File: config.mk
export PLATFORM = sky130hd
export DESIGN_NAME = status_packet_receiver
export DESIGN_NICKNAME = d
export VERILOG_FILES = /design/src/sv/spr_pkg.sv /design/src/sv/status_packet_receiver.sv
export SDC_FILE = /design/constraint.sdc
export NUM_CORES = 1
export LEC_CHECK = 0
export ABC_CLOCK_PERIOD_IN_PS = 6930
export BUFFER_PORTS_ARGS = -buffer_cell sky130_fd_sc_hd__clkbuf_2
export CELL_PAD_IN_SITES_DETAIL_PLACEMENT = 2
export CELL_PAD_IN_SITES_GLOBAL_PLACEMENT = 2
export CORE_ASPECT_RATIO = 1.1
export CORE_UTILIZATION = 43
export DETAILED_ROUTE_END_ITERATION = 10
export GPL_TIMING_DRIVEN = 0
export PLACE_DENSITY = 0.86
export SYNTH_ARGS = -nofsm -noshare
export SYNTH_HDL_FRONTEND = slang
export SYNTH_SLANG_ARGS = --single-unit
File: constraint.sdc
create_clock -name clock -period 6.93 [get_ports clock]
set_input_delay 0.693 -clock clock [delete_from_list [all_inputs] [get_ports clock]]
set_output_delay 0.693 -clock clock [all_outputs]
set_load 0.01 [all_outputs]
File: src/sv/spr_pkg.sv
// Shared constants and types for the status packet receiver.
package spr_pkg;

   localparam int MAX_PACKET = 32;
   localparam int POS_W      = $clog2(MAX_PACKET);
   localparam int END_W      = 9;

   localparam logic [7:0] HEADER_BYTE = 8'hFF;
   localparam int         LEN_OFFSET  = 3;
   localparam int         SUM_START   = 2;
   localparam int         ID_POS      = 2;
   localparam int         ERR_POS     = 4;
   localparam int         PARAM1_POS  = 5;
   localparam int         PARAM2_POS  = 6;

   localparam int RSP_DATA_W = 40;

   typedef enum logic [2:0] {
      EV_IGNORED    = 3'd0,
      EV_TAKEN      = 3'd1,
      EV_BAD_HEADER = 3'd2,
      EV_CHECKSUM   = 3'd3,
      EV_TOO_LONG   = 3'd4,
      EV_ACCEPTED   = 3'd5
   } event_type;

endpackage

File: src/sv/status_packet_receiver.sv
// Status packet framer for a half-duplex servo bus, one byte per transfer.
//
// Channel | Direction | tdata                                   | tuser
// req_    | in        | rx_byte                                 | command
// rsp_    | out       | pending, id, dev error, param 1, param 2 | event
//
// Each byte is parsed combinationally between the request and the result register.
// A new byte is taken every cycle; a two-entry output (register plus skid) takes
// one more byte while a result stalls, then req_tready drops.
// Synchronous reset clears the parser state, the pending flag and the valid flags of both output slots.
// A result is registered in the output register, or in the skid slot while the output stalls.
module status_packet_receiver (
   input  logic        clock,
   input  logic        reset,
   input  logic        req_tvalid,
   output logic        req_tready,
   input  logic [7:0]  req_tdata,   // [7:0] rx_byte
   input  logic [0:0]  req_tuser,   // [0] command
   output logic        rsp_tvalid,
   input  logic        rsp_tready,
   output logic [39:0] rsp_tdata,   // [0] packet_pending, [8:1] packet_id,
                                    // [16:9] device_error, [24:17] param_first,
                                    // [32:25] param_second, [39:33] zero
   output logic [2:0]  rsp_tuser    // [2:0] event_res
);

   localparam int PW = spr_pkg::POS_W;
   localparam int EW = spr_pkg::END_W;

   logic          capturing_ff, capturing_in;
   logic [PW-1:0] pos_ff, pos_in;
   logic [EW-1:0] end_ff, end_in;
   logic [7:0]    sum_ff, sum_in;
   logic          pending_ff, pending_in;
   logic [7:0]    id_ff, id_in;
   logic [7:0]    err_ff, err_in;
   logic [7:0]    p1_ff, p1_in;
   logic [7:0]    p2_ff, p2_in;

   logic                            out_valid_ff, skid_valid_ff;
   logic [spr_pkg::RSP_DATA_W-1:0] out_data_ff, skid_data_ff, new_data;
   logic [2:0]                      out_user_ff, skid_user_ff;
   spr_pkg::event_type              ev;

   logic          accept, pop;
   logic [7:0]    b;
   logic [PW-1:0] pos;
   logic [7:0]    sum;
   logic [EW-1:0] len_end;

   assign req_tready = !skid_valid_ff;
   assign accept     = req_tvalid && req_tready;
   assign pop        = out_valid_ff && rsp_tready;
   assign b          = req_tdata;
   assign len_end    = {{(EW-8){1'b0}}, b} + EW'(spr_pkg::LEN_OFFSET);

   always_comb begin
      capturing_in = capturing_ff;
      pos_in       = pos_ff;
      end_in       = end_ff;
      sum_in       = sum_ff;
      pending_in   = pending_ff;
      id_in        = id_ff;
      err_in       = err_ff;
      p1_in        = p1_ff;
      p2_in        = p2_ff;
      ev           = spr_pkg::EV_IGNORED;
      pos          = pos_ff;
      sum          = sum_ff;
      if (req_tuser[0]) begin
         pending_in = 1'b0;
      end else if (capturing_ff || !pending_ff) begin
         // start a fresh capture when idle
         if (!capturing_ff) begin
            pos = '0;
            sum = '0;
         end
         capturing_in = 1'b1;
         if (pos < PW'(spr_pkg::SUM_START)) begin
            if (b != spr_pkg::HEADER_BYTE) begin
               capturing_in = 1'b0;
               pos_in       = '0;
               sum_in       = sum;
               ev           = spr_pkg::EV_BAD_HEADER;
            end else begin
               pos_in = pos + PW'(1);
               sum_in = sum;
               ev     = spr_pkg::EV_TAKEN;
            end
         end else begin
            if (pos == PW'(spr_pkg::ID_POS))     id_in = b;
            if (pos == PW'(spr_pkg::ERR_POS))    err_in = b;
            if (pos == PW'(spr_pkg::PARAM1_POS)) p1_in = b;
            if (pos == PW'(spr_pkg::PARAM2_POS)) p2_in = b;
            if (pos == PW'(spr_pkg::LEN_OFFSET)) begin
               end_in = len_end;
            end
            if (pos == PW'(spr_pkg::LEN_OFFSET) &&
                len_end > EW'(spr_pkg::MAX_PACKET - 1)) begin
               capturing_in = 1'b0;
               pos_in       = '0;
               sum_in       = sum;
               ev           = spr_pkg::EV_TOO_LONG;
            end else if (pos >= PW'(spr_pkg::LEN_OFFSET) &&
                         {{(EW-PW){1'b0}}, pos} == end_in) begin
               capturing_in = 1'b0;
               pos_in       = '0;
               sum_in       = sum;
               if (b == ~sum) begin
                  pending_in = 1'b1;
                  ev         = spr_pkg::EV_ACCEPTED;
               end else begin
                  pending_in = 1'b0;
                  ev         = spr_pkg::EV_CHECKSUM;
               end
            end else begin
               sum_in = sum + b;
               pos_in = pos + PW'(1);
               ev     = spr_pkg::EV_TAKEN;
            end
         end
      end
   end

   assign new_data = {7'd0, p2_in, p1_in, (pending_in ? err_in : 8'd0), id_in, pending_in};

   always_ff @(posedge clock) begin
      if (reset) begin
         capturing_ff  <= 1'b0;
         pos_ff        <= '0;
         end_ff        <= '0;
         sum_ff        <= '0;
         pending_ff    <= 1'b0;
         id_ff         <= '0;
         err_ff        <= '0;
         p1_ff         <= '0;
         p2_ff         <= '0;
         out_valid_ff  <= 1'b0;
         skid_valid_ff <= 1'b0;
      end else begin
         if (accept) begin
            capturing_ff <= capturing_in;
            pos_ff       <= pos_in;
            end_ff       <= end_in;
            sum_ff       <= sum_in;
            pending_ff   <= pending_in;
            id_ff        <= id_in;
            err_ff       <= err_in;
            p1_ff        <= p1_in;
            p2_ff        <= p2_in;
         end
         if (skid_valid_ff) begin
            // drain the skid slot into the output register
            if (pop) begin
               out_data_ff   <= skid_data_ff;
               out_user_ff   <= skid_user_ff;
               skid_valid_ff <= 1'b0;
            end
         end else if (accept) begin
            if (!out_valid_ff || pop) begin
               out_data_ff  <= new_data;
               out_user_ff  <= ev;
               out_valid_ff <= 1'b1;
            end else begin
               skid_data_ff  <= new_data;
               skid_user_ff  <= ev;
               skid_valid_ff <= 1'b1;
            end
         end else if (pop) begin
            out_valid_ff <= 1'b0;
         end
      end
   end

   assign rsp_tvalid = out_valid_ff;
   assign rsp_tdata  = out_data_ff;
   assign rsp_tuser  = out_user_ff;

endmodule

### Word-level counts from Yosys, hierarchy flattened

Cells that the tools add are included.

| word-level totals | value |
|---|---|
| flip-flop bits (word level) | 137 |
| input port bits | 13 |
| output and inout bits | 45 |
| word-level logic and storage cells | 120 |

| cells by class | value |
|---|---|
| $add $sub $neg | 3 |
| magnitude comparators | 3 |
| equal/unequal tests | 10 |
| mux-type cells | 66 |
| bitwise operators | 6 |
| reduce and logical (&&, ||, !) cells | 17 |

Operators by type and width:

| operator | count |
|---|---|
| $mux 8 | 23 |
| $mux 40 | 4 |
| $mux 9 | 4 |
| $mux 5 | 7 |
| $mux 3 | 10 |
| $mux 1 | 17 |
| $eq 5x3->1 const B | 3 |
| $reduce_and 4->1 | 3 |
| $eq 5x2->1 const B | 2 |
| $add 8x2->9 const B | 1 |
| $eq 5x9->1 | 1 |
| $gt 9x5->1 const B | 1 |
| $add 8x8->8 | 1 |
| $eq 8x8->1 | 1 |
| $ne 8x8->1 const B | 1 |
| $not 8->8 | 1 |
| $reduce_and 3->1 | 2 |
| $reduce_bool 2->1 | 3 |
| $add 5x1->5 const B | 1 |
| $ge 5x2->1 const B | 1 |
| $lt 5x2->1 const B | 1 |
| $not 1->1 | 5 |
| $logic_and 1x1->1 | 4 |
| $ne 2x1->1 const B | 2 |
| other kinds (3) | 6 |

### Logic depth before layout (Yosys ltp)

| logic depth | value |
|---|---|
| depth after elaboration | 20 |
| mapped depth | 13 |
| depth with buffers taken out | 11 |

### Least setup slack after synthesis

OpenSTA, ideal clock, no wires.

| timing | value |
|---|---|
| kind | input port to flip-flop |
| start | in req_tvalid |
| end | reg skid_data_ff[0] in the netlist's numbering, enable pin |
| setup time | 482 ps |
| arrival | 3852 ps |
| data required time | 6448 ps |
| path slack | 2596 ps |
| cell stages on the path | 4 |
| buffers on the path | 2 |
| path through | nand2_1 clkbuf_1 clkbuf_1 nor3b_1 |

| between the ends | value |
|---|---|
| cells in the longest elaborated chain, start to end | 2 |

RTL lines:

| what | line | RTL |
|---|---|---|
| from (decl) | status_packet_receiver.sv:15 | `input logic req_tvalid,` |
| $logic_and 1x1->1 | status_packet_receiver.sv:52 | `assign accept = req_tvalid && req_tready;` |
| $reduce_and 4->1 (no source line) | - |  |
| to (signal assigned) | status_packet_receiver.sv:165 | `skid_data_ff <= new_data;` |
| to (decl) | status_packet_receiver.sv:41 | `logic [spr_pkg::RSP_DATA_W-1:0] out_data_ff, skid_data_ff, new_data;` |

Every way passes these cells.
A chain may end at the register's enable or synchronous reset.

### Final worst setup path

| timing | value |
|---|---|
| start | reg capturing_ff |
| end | reg skid_data_ff[15] in the netlist's numbering (data pin) |

| between the ends | value |
|---|---|
| cells in the longest elaborated chain, start to end | 16 |
| elaborated cells between the ends (all ways) | 31 |
| classes of those cells | order compare: 2; eq/ne: 4; mux: 21; bitwise: 1; reduce/logical: 3 |

RTL lines:

| what | line | RTL |
|---|---|---|
| from (decl) | status_packet_receiver.sv:30 | `logic capturing_ff, capturing_in;` |
| from (signal assigned) | status_packet_receiver.sv:142 | `capturing_ff <= capturing_in;` |
| $mux 5 | status_packet_receiver.sv:74 | `if (!capturing_ff) begin` |
| $mux 5 | status_packet_receiver.sv:72 | `end else if (capturing_ff \|\| !pending_ff) begin` |
| $mux 5 | status_packet_receiver.sv:70 | `if (req_tuser[0]) begin` |
| $eq 5x2->1 | status_packet_receiver.sv:95, status_packet_receiver.sv:98 |  |
| $mux 9 | status_packet_receiver.sv:95 | `if (pos == PW'(spr_pkg::LEN_OFFSET)) begin` |
| $mux 9 | status_packet_receiver.sv:79 | `if (pos < PW'(spr_pkg::SUM_START)) begin` |
| $mux 9 | status_packet_receiver.sv:72 |  |
| $mux 9 | status_packet_receiver.sv:70 |  |
| $eq 5x9->1 | status_packet_receiver.sv:105 | `{{(EW-PW){1'b0}}, pos} == end_in) begin` |
| $logic_and 1x1->1 | status_packet_receiver.sv:104 | `end else if (pos >= PW'(spr_pkg::LEN_OFFSET) &&` |
| $mux 1 | status_packet_receiver.sv:104 |  |
| $mux 1 | status_packet_receiver.sv:98 | `if (pos == PW'(spr_pkg::LEN_OFFSET) &&` |
| $mux 1 | status_packet_receiver.sv:79 |  |
| $mux 1 | status_packet_receiver.sv:72 |  |
| $mux 1 | status_packet_receiver.sv:70 |  |
| $mux 8 * | status_packet_receiver.sv:125 | `assign new_data = {7'd0, p2_in, p1_in, (pending_in ? err_in : 8'd0), id_in, pending_in};` |
| via new_data, one bit | status_packet_receiver.sv:41 |  |

The timed path passes the listed nets; every way through them passes the cells marked *. The select of a mux whose other input is x is not followed.

==> impl_results.md <==
- EDFF count, synth: 72
- Routed vias: 5342
- Drt first-iter violations: 367
- Worst Setup SP: capturing_ff
- Critical path's top delay family: simple AND/OR/NAND/NOR gates
- Yosys reg bits: 130
- I/O pins: 58
- Period utilisation layout: 50.9%
- Type of origin of the critical path: flip-flop
- Post-DP HPWL: 15.4 mm
- R2R Setup Slk: 3.41 ns
- Chip Width: 118 um
- Int Power: about 1.5 mW
- Final Hold Viols: 0
- Worst-Margin Slew: 0.976 ns
- Routability cong.: 0.883
- Slew HR: approximately a third
- TritonRoute pass-1 iters: 5
- Vias/cell: ~6
- Minimum clock period: ~3.5 ns
- Post-CTS sizing: 0
- Sequential area share after synthesis: between 50% and 60%
- Clock edge transition at the registers on the reported setup and hold paths: ~0.06 ns
- Async S/R FF share, synth: 0%
- RSZ-0062 raised after global routing: no
- Clock tree buffer depth: 2
- H-tree depth: 4
- Post-route non-filler standard cell count: just under 900
- Comb pwr share: just over 9%
- Vias in the first global route: 5802
- Status: finished, final reports clean
- Worst VDD drop: 145 uV
- Leading post-synthesis cells by cell area: edfxtp_1 34%, dfxtp_1 18%, mux2_2 7.9%
- Min-delay worst type: reg2reg
- Reg-to-reg startpoint: capturing_ff
- CP Capture Type: flip-flop
- Layout cell share with drive strength beyond 1: 27.4%
- Core area: ~15000 um^2
- Yosys top cell by area: edfxtp_1
- Final Skew: 0.00617 ns
- Grt ovf: 0
- Synth top area share: roughly a third
- Cell area after placement: 7000 um^2
- Die area: 15400 um^2
- Largest stage delay, worst path: 0.53 ns
- Switching Share: 24.8%
- Max-slew violation count: 0
- Clk pwr share: 48.3%
- Max_cap viols: 0
- Commonest cells after routing, fill and taps aside: 72 x nor2_1, 72 x edfxtp_1, 58 x dfxtp_1
- Synth Cell Area: 6410 um^2
- Post-layout net count: slightly below 700
- Flop pwr share: 42.5%
- First-pass GRT wire length: 36.7 mm
- Syn Area/Cell: between 10 and 15 um^2
- Layout area overhead: 18.9%
- CTS tree: built
- Rows: 46
- # hold bufs at CTS: 0
- Prevailing post-synth register cell: edfxtp_1
- Leak: 2.95 nW
- Setup Fix Bufs, Post-CTS: 0
- Fill count: roughly 1400
- Largest net degree at the start of global routing: 17
- CP max stage cell: nor4_4
- Critical Path Fanout Max: 10
- CTS buffer count: 17
- Worst Hold Launch: sum_ff[6]
- Sink Count: between 100 and 150
- Pwr dens: 264 nW/um^2
- Arr. time, crit path: approximately 3.7 ns
- DR DRC count: 0
- Final setup fails: 0
- Die height: 130 um
- Mapped Cells: 583
- Pwr Total: roughly 2 mW
- Achievable frequency: ~280 MHz
- Buf+Inv Stages, Crit Path: 4
- Worst skew pair latency: ~0.44 ns
- Cells after DPL: about 840
- Setup TNS: 0 ns
- Total track usage: 33.0%
- Initial Util: 44.2%
- Number of antenna diodes: 0
- WP data required: 7.08 ns
- Finished Cell Area: approximately 7600 um^2
- Initial antenna violation count: 0
- Post-route ant nets: 0
- Clk Tree Root Cell: clkbuf_16
- WL per Instance: 28.1 um
- Final wirelength: approximately 24 mm
- Netlist cell types: 76
- Critical path class: reg2reg
- Critical-path cell list: buf_6 -> nand2_1 -> inv_1 -> ha_1 -> clkbuf_2 -> and2_4 -> a32oi_2 -> nor4_4 -> nand4_4 -> mux2i_4 -> buf_12 -> nor3_2
- Port Buffers: between 40 and 50
- Psw: 0.501 mW
- Total number of yosys warnings: 0
per-layer routing:
metal  global-route usage [%]  vias to the layer above  routed length (um)  share of wire, %
met4                     17.4                        0                1050               4.3
met2                     60.8                      221               13100                54
met1                     36.0                     2771                9220                38
met5                        0                        -                   0                 0
li1                         -                     2266                   -                 -
met3                     6.77                       84                1070               4.4
logic make-up after synthesis:
group | share of synthesized area (%)
AOI/OAI and AO/OA | 11.2
xor gates and xnor gates | 1.91
adders and majority gates | 3.04
buffers and inverters | 4.88
DFF | 51.8
muxes | 9.97
other | 0.0585
and+or+nand+nor | 17.1
through the flow:
stage          utilization, %  hold WS, ns  worst slack [ns]
3_5_place_dp             48.3        0.456              3.11
6_report                 52.6        0.495              3.41
2_1_floorplan               -        0.436              2.60
4_1_cts                  52.6        0.490              3.42
5_1_grt                  52.6        0.516              3.32
3_3_place_gp             47.7        0.441             0.710
area by class of cell:
class                   instances  area (um^2)  share of cell area, %
plain buffers                  42          260                   3.41
repair buffers                 55          317                   4.15
clock buffers                  19          443                   5.81
inverters                      14         52.6                  0.689
flip-flops and latches        130         3320                   43.6
multi-input cells             403         2810                   36.8
clock inverters                13          183                   2.39
well taps                     192          240                   3.15
state kept, by name, indices dropped and copies added (netlist names), 5 cells and up:
signal / count
rsp_tdata: 33
skid_data_ff: 33
end_ff: 9
err_ff: 8
id_ff: 8
p1_ff: 8
p2_ff: 8
sum_ff: 8
pos_ff: 5
worst reg2reg max path, delay by kind of cell, from the launching register on:
| family | cells | cell delay (ns) |
|---|---|---|
| AOI/OAI and AO/OA | 1 | 0.08 |
| adders and majority gates | 1 | 0.22 |
| DFF | 1 | 0.36 |
| buffers and inverters | 4 | 0.84 |
| muxes | 1 | 0.49 |
| and+or+nand+nor | 5 | 1.25 |
path summary, 6_finish.rpt:
| kind | endpoint | cells after the start |
|---|---|---|
| max | skid_data_ff[15] | 12 |
| min | sum_ff[6] | 2 |
| max reg2reg | skid_data_ff[15] | 12 |
| min reg2reg | sum_ff[6] | 2 |
power groups by stage:
stage	sequential (mW)	clock, mW	combinational, mW
after floorplan	0.875	0	0.0980
after global placement	0.869	0	0.152
after detailed placement	0.872	0	0.173
after CTS	0.857	0.977	0.183
after global routing	0.859	1.00	0.195
final	0.858	0.975	0.185
cells in the mapped netlist, types with 2 or more instances:
library cell    n
a211oi_1        6
a211oi_2        2
a21o_1          8
a21oi_1        19
a31o_2          2
a31oi_1         4
a32o_1          2
and2_1          8
buf_1           2
buf_2           6
buf_4           7
buf_6           4
clkbuf_1       18
dfxtp_1        58
dlygate4sd3_1   2
edfxtp_1       72
ha_1           14
inv_1          12
inv_2           2
mux2_2         45
mux2i_1        11
nand2_1        50
nand2_2         2
nand2b_1        9
nand3_1        12
nand4_1         3
nor2_1         72
nor2_2          2
nor2b_1         3
nor3_1         32
nor3_2          9
nor3b_1         3
o2111ai_1       2
o211ai_1        2
o21ai_0        11
o221ai_1        2
o32ai_1         7
o41ai_1         8
xnor2_1         9
xor2_1          5
Note: power is estimated with default switching activity, not from simulation.
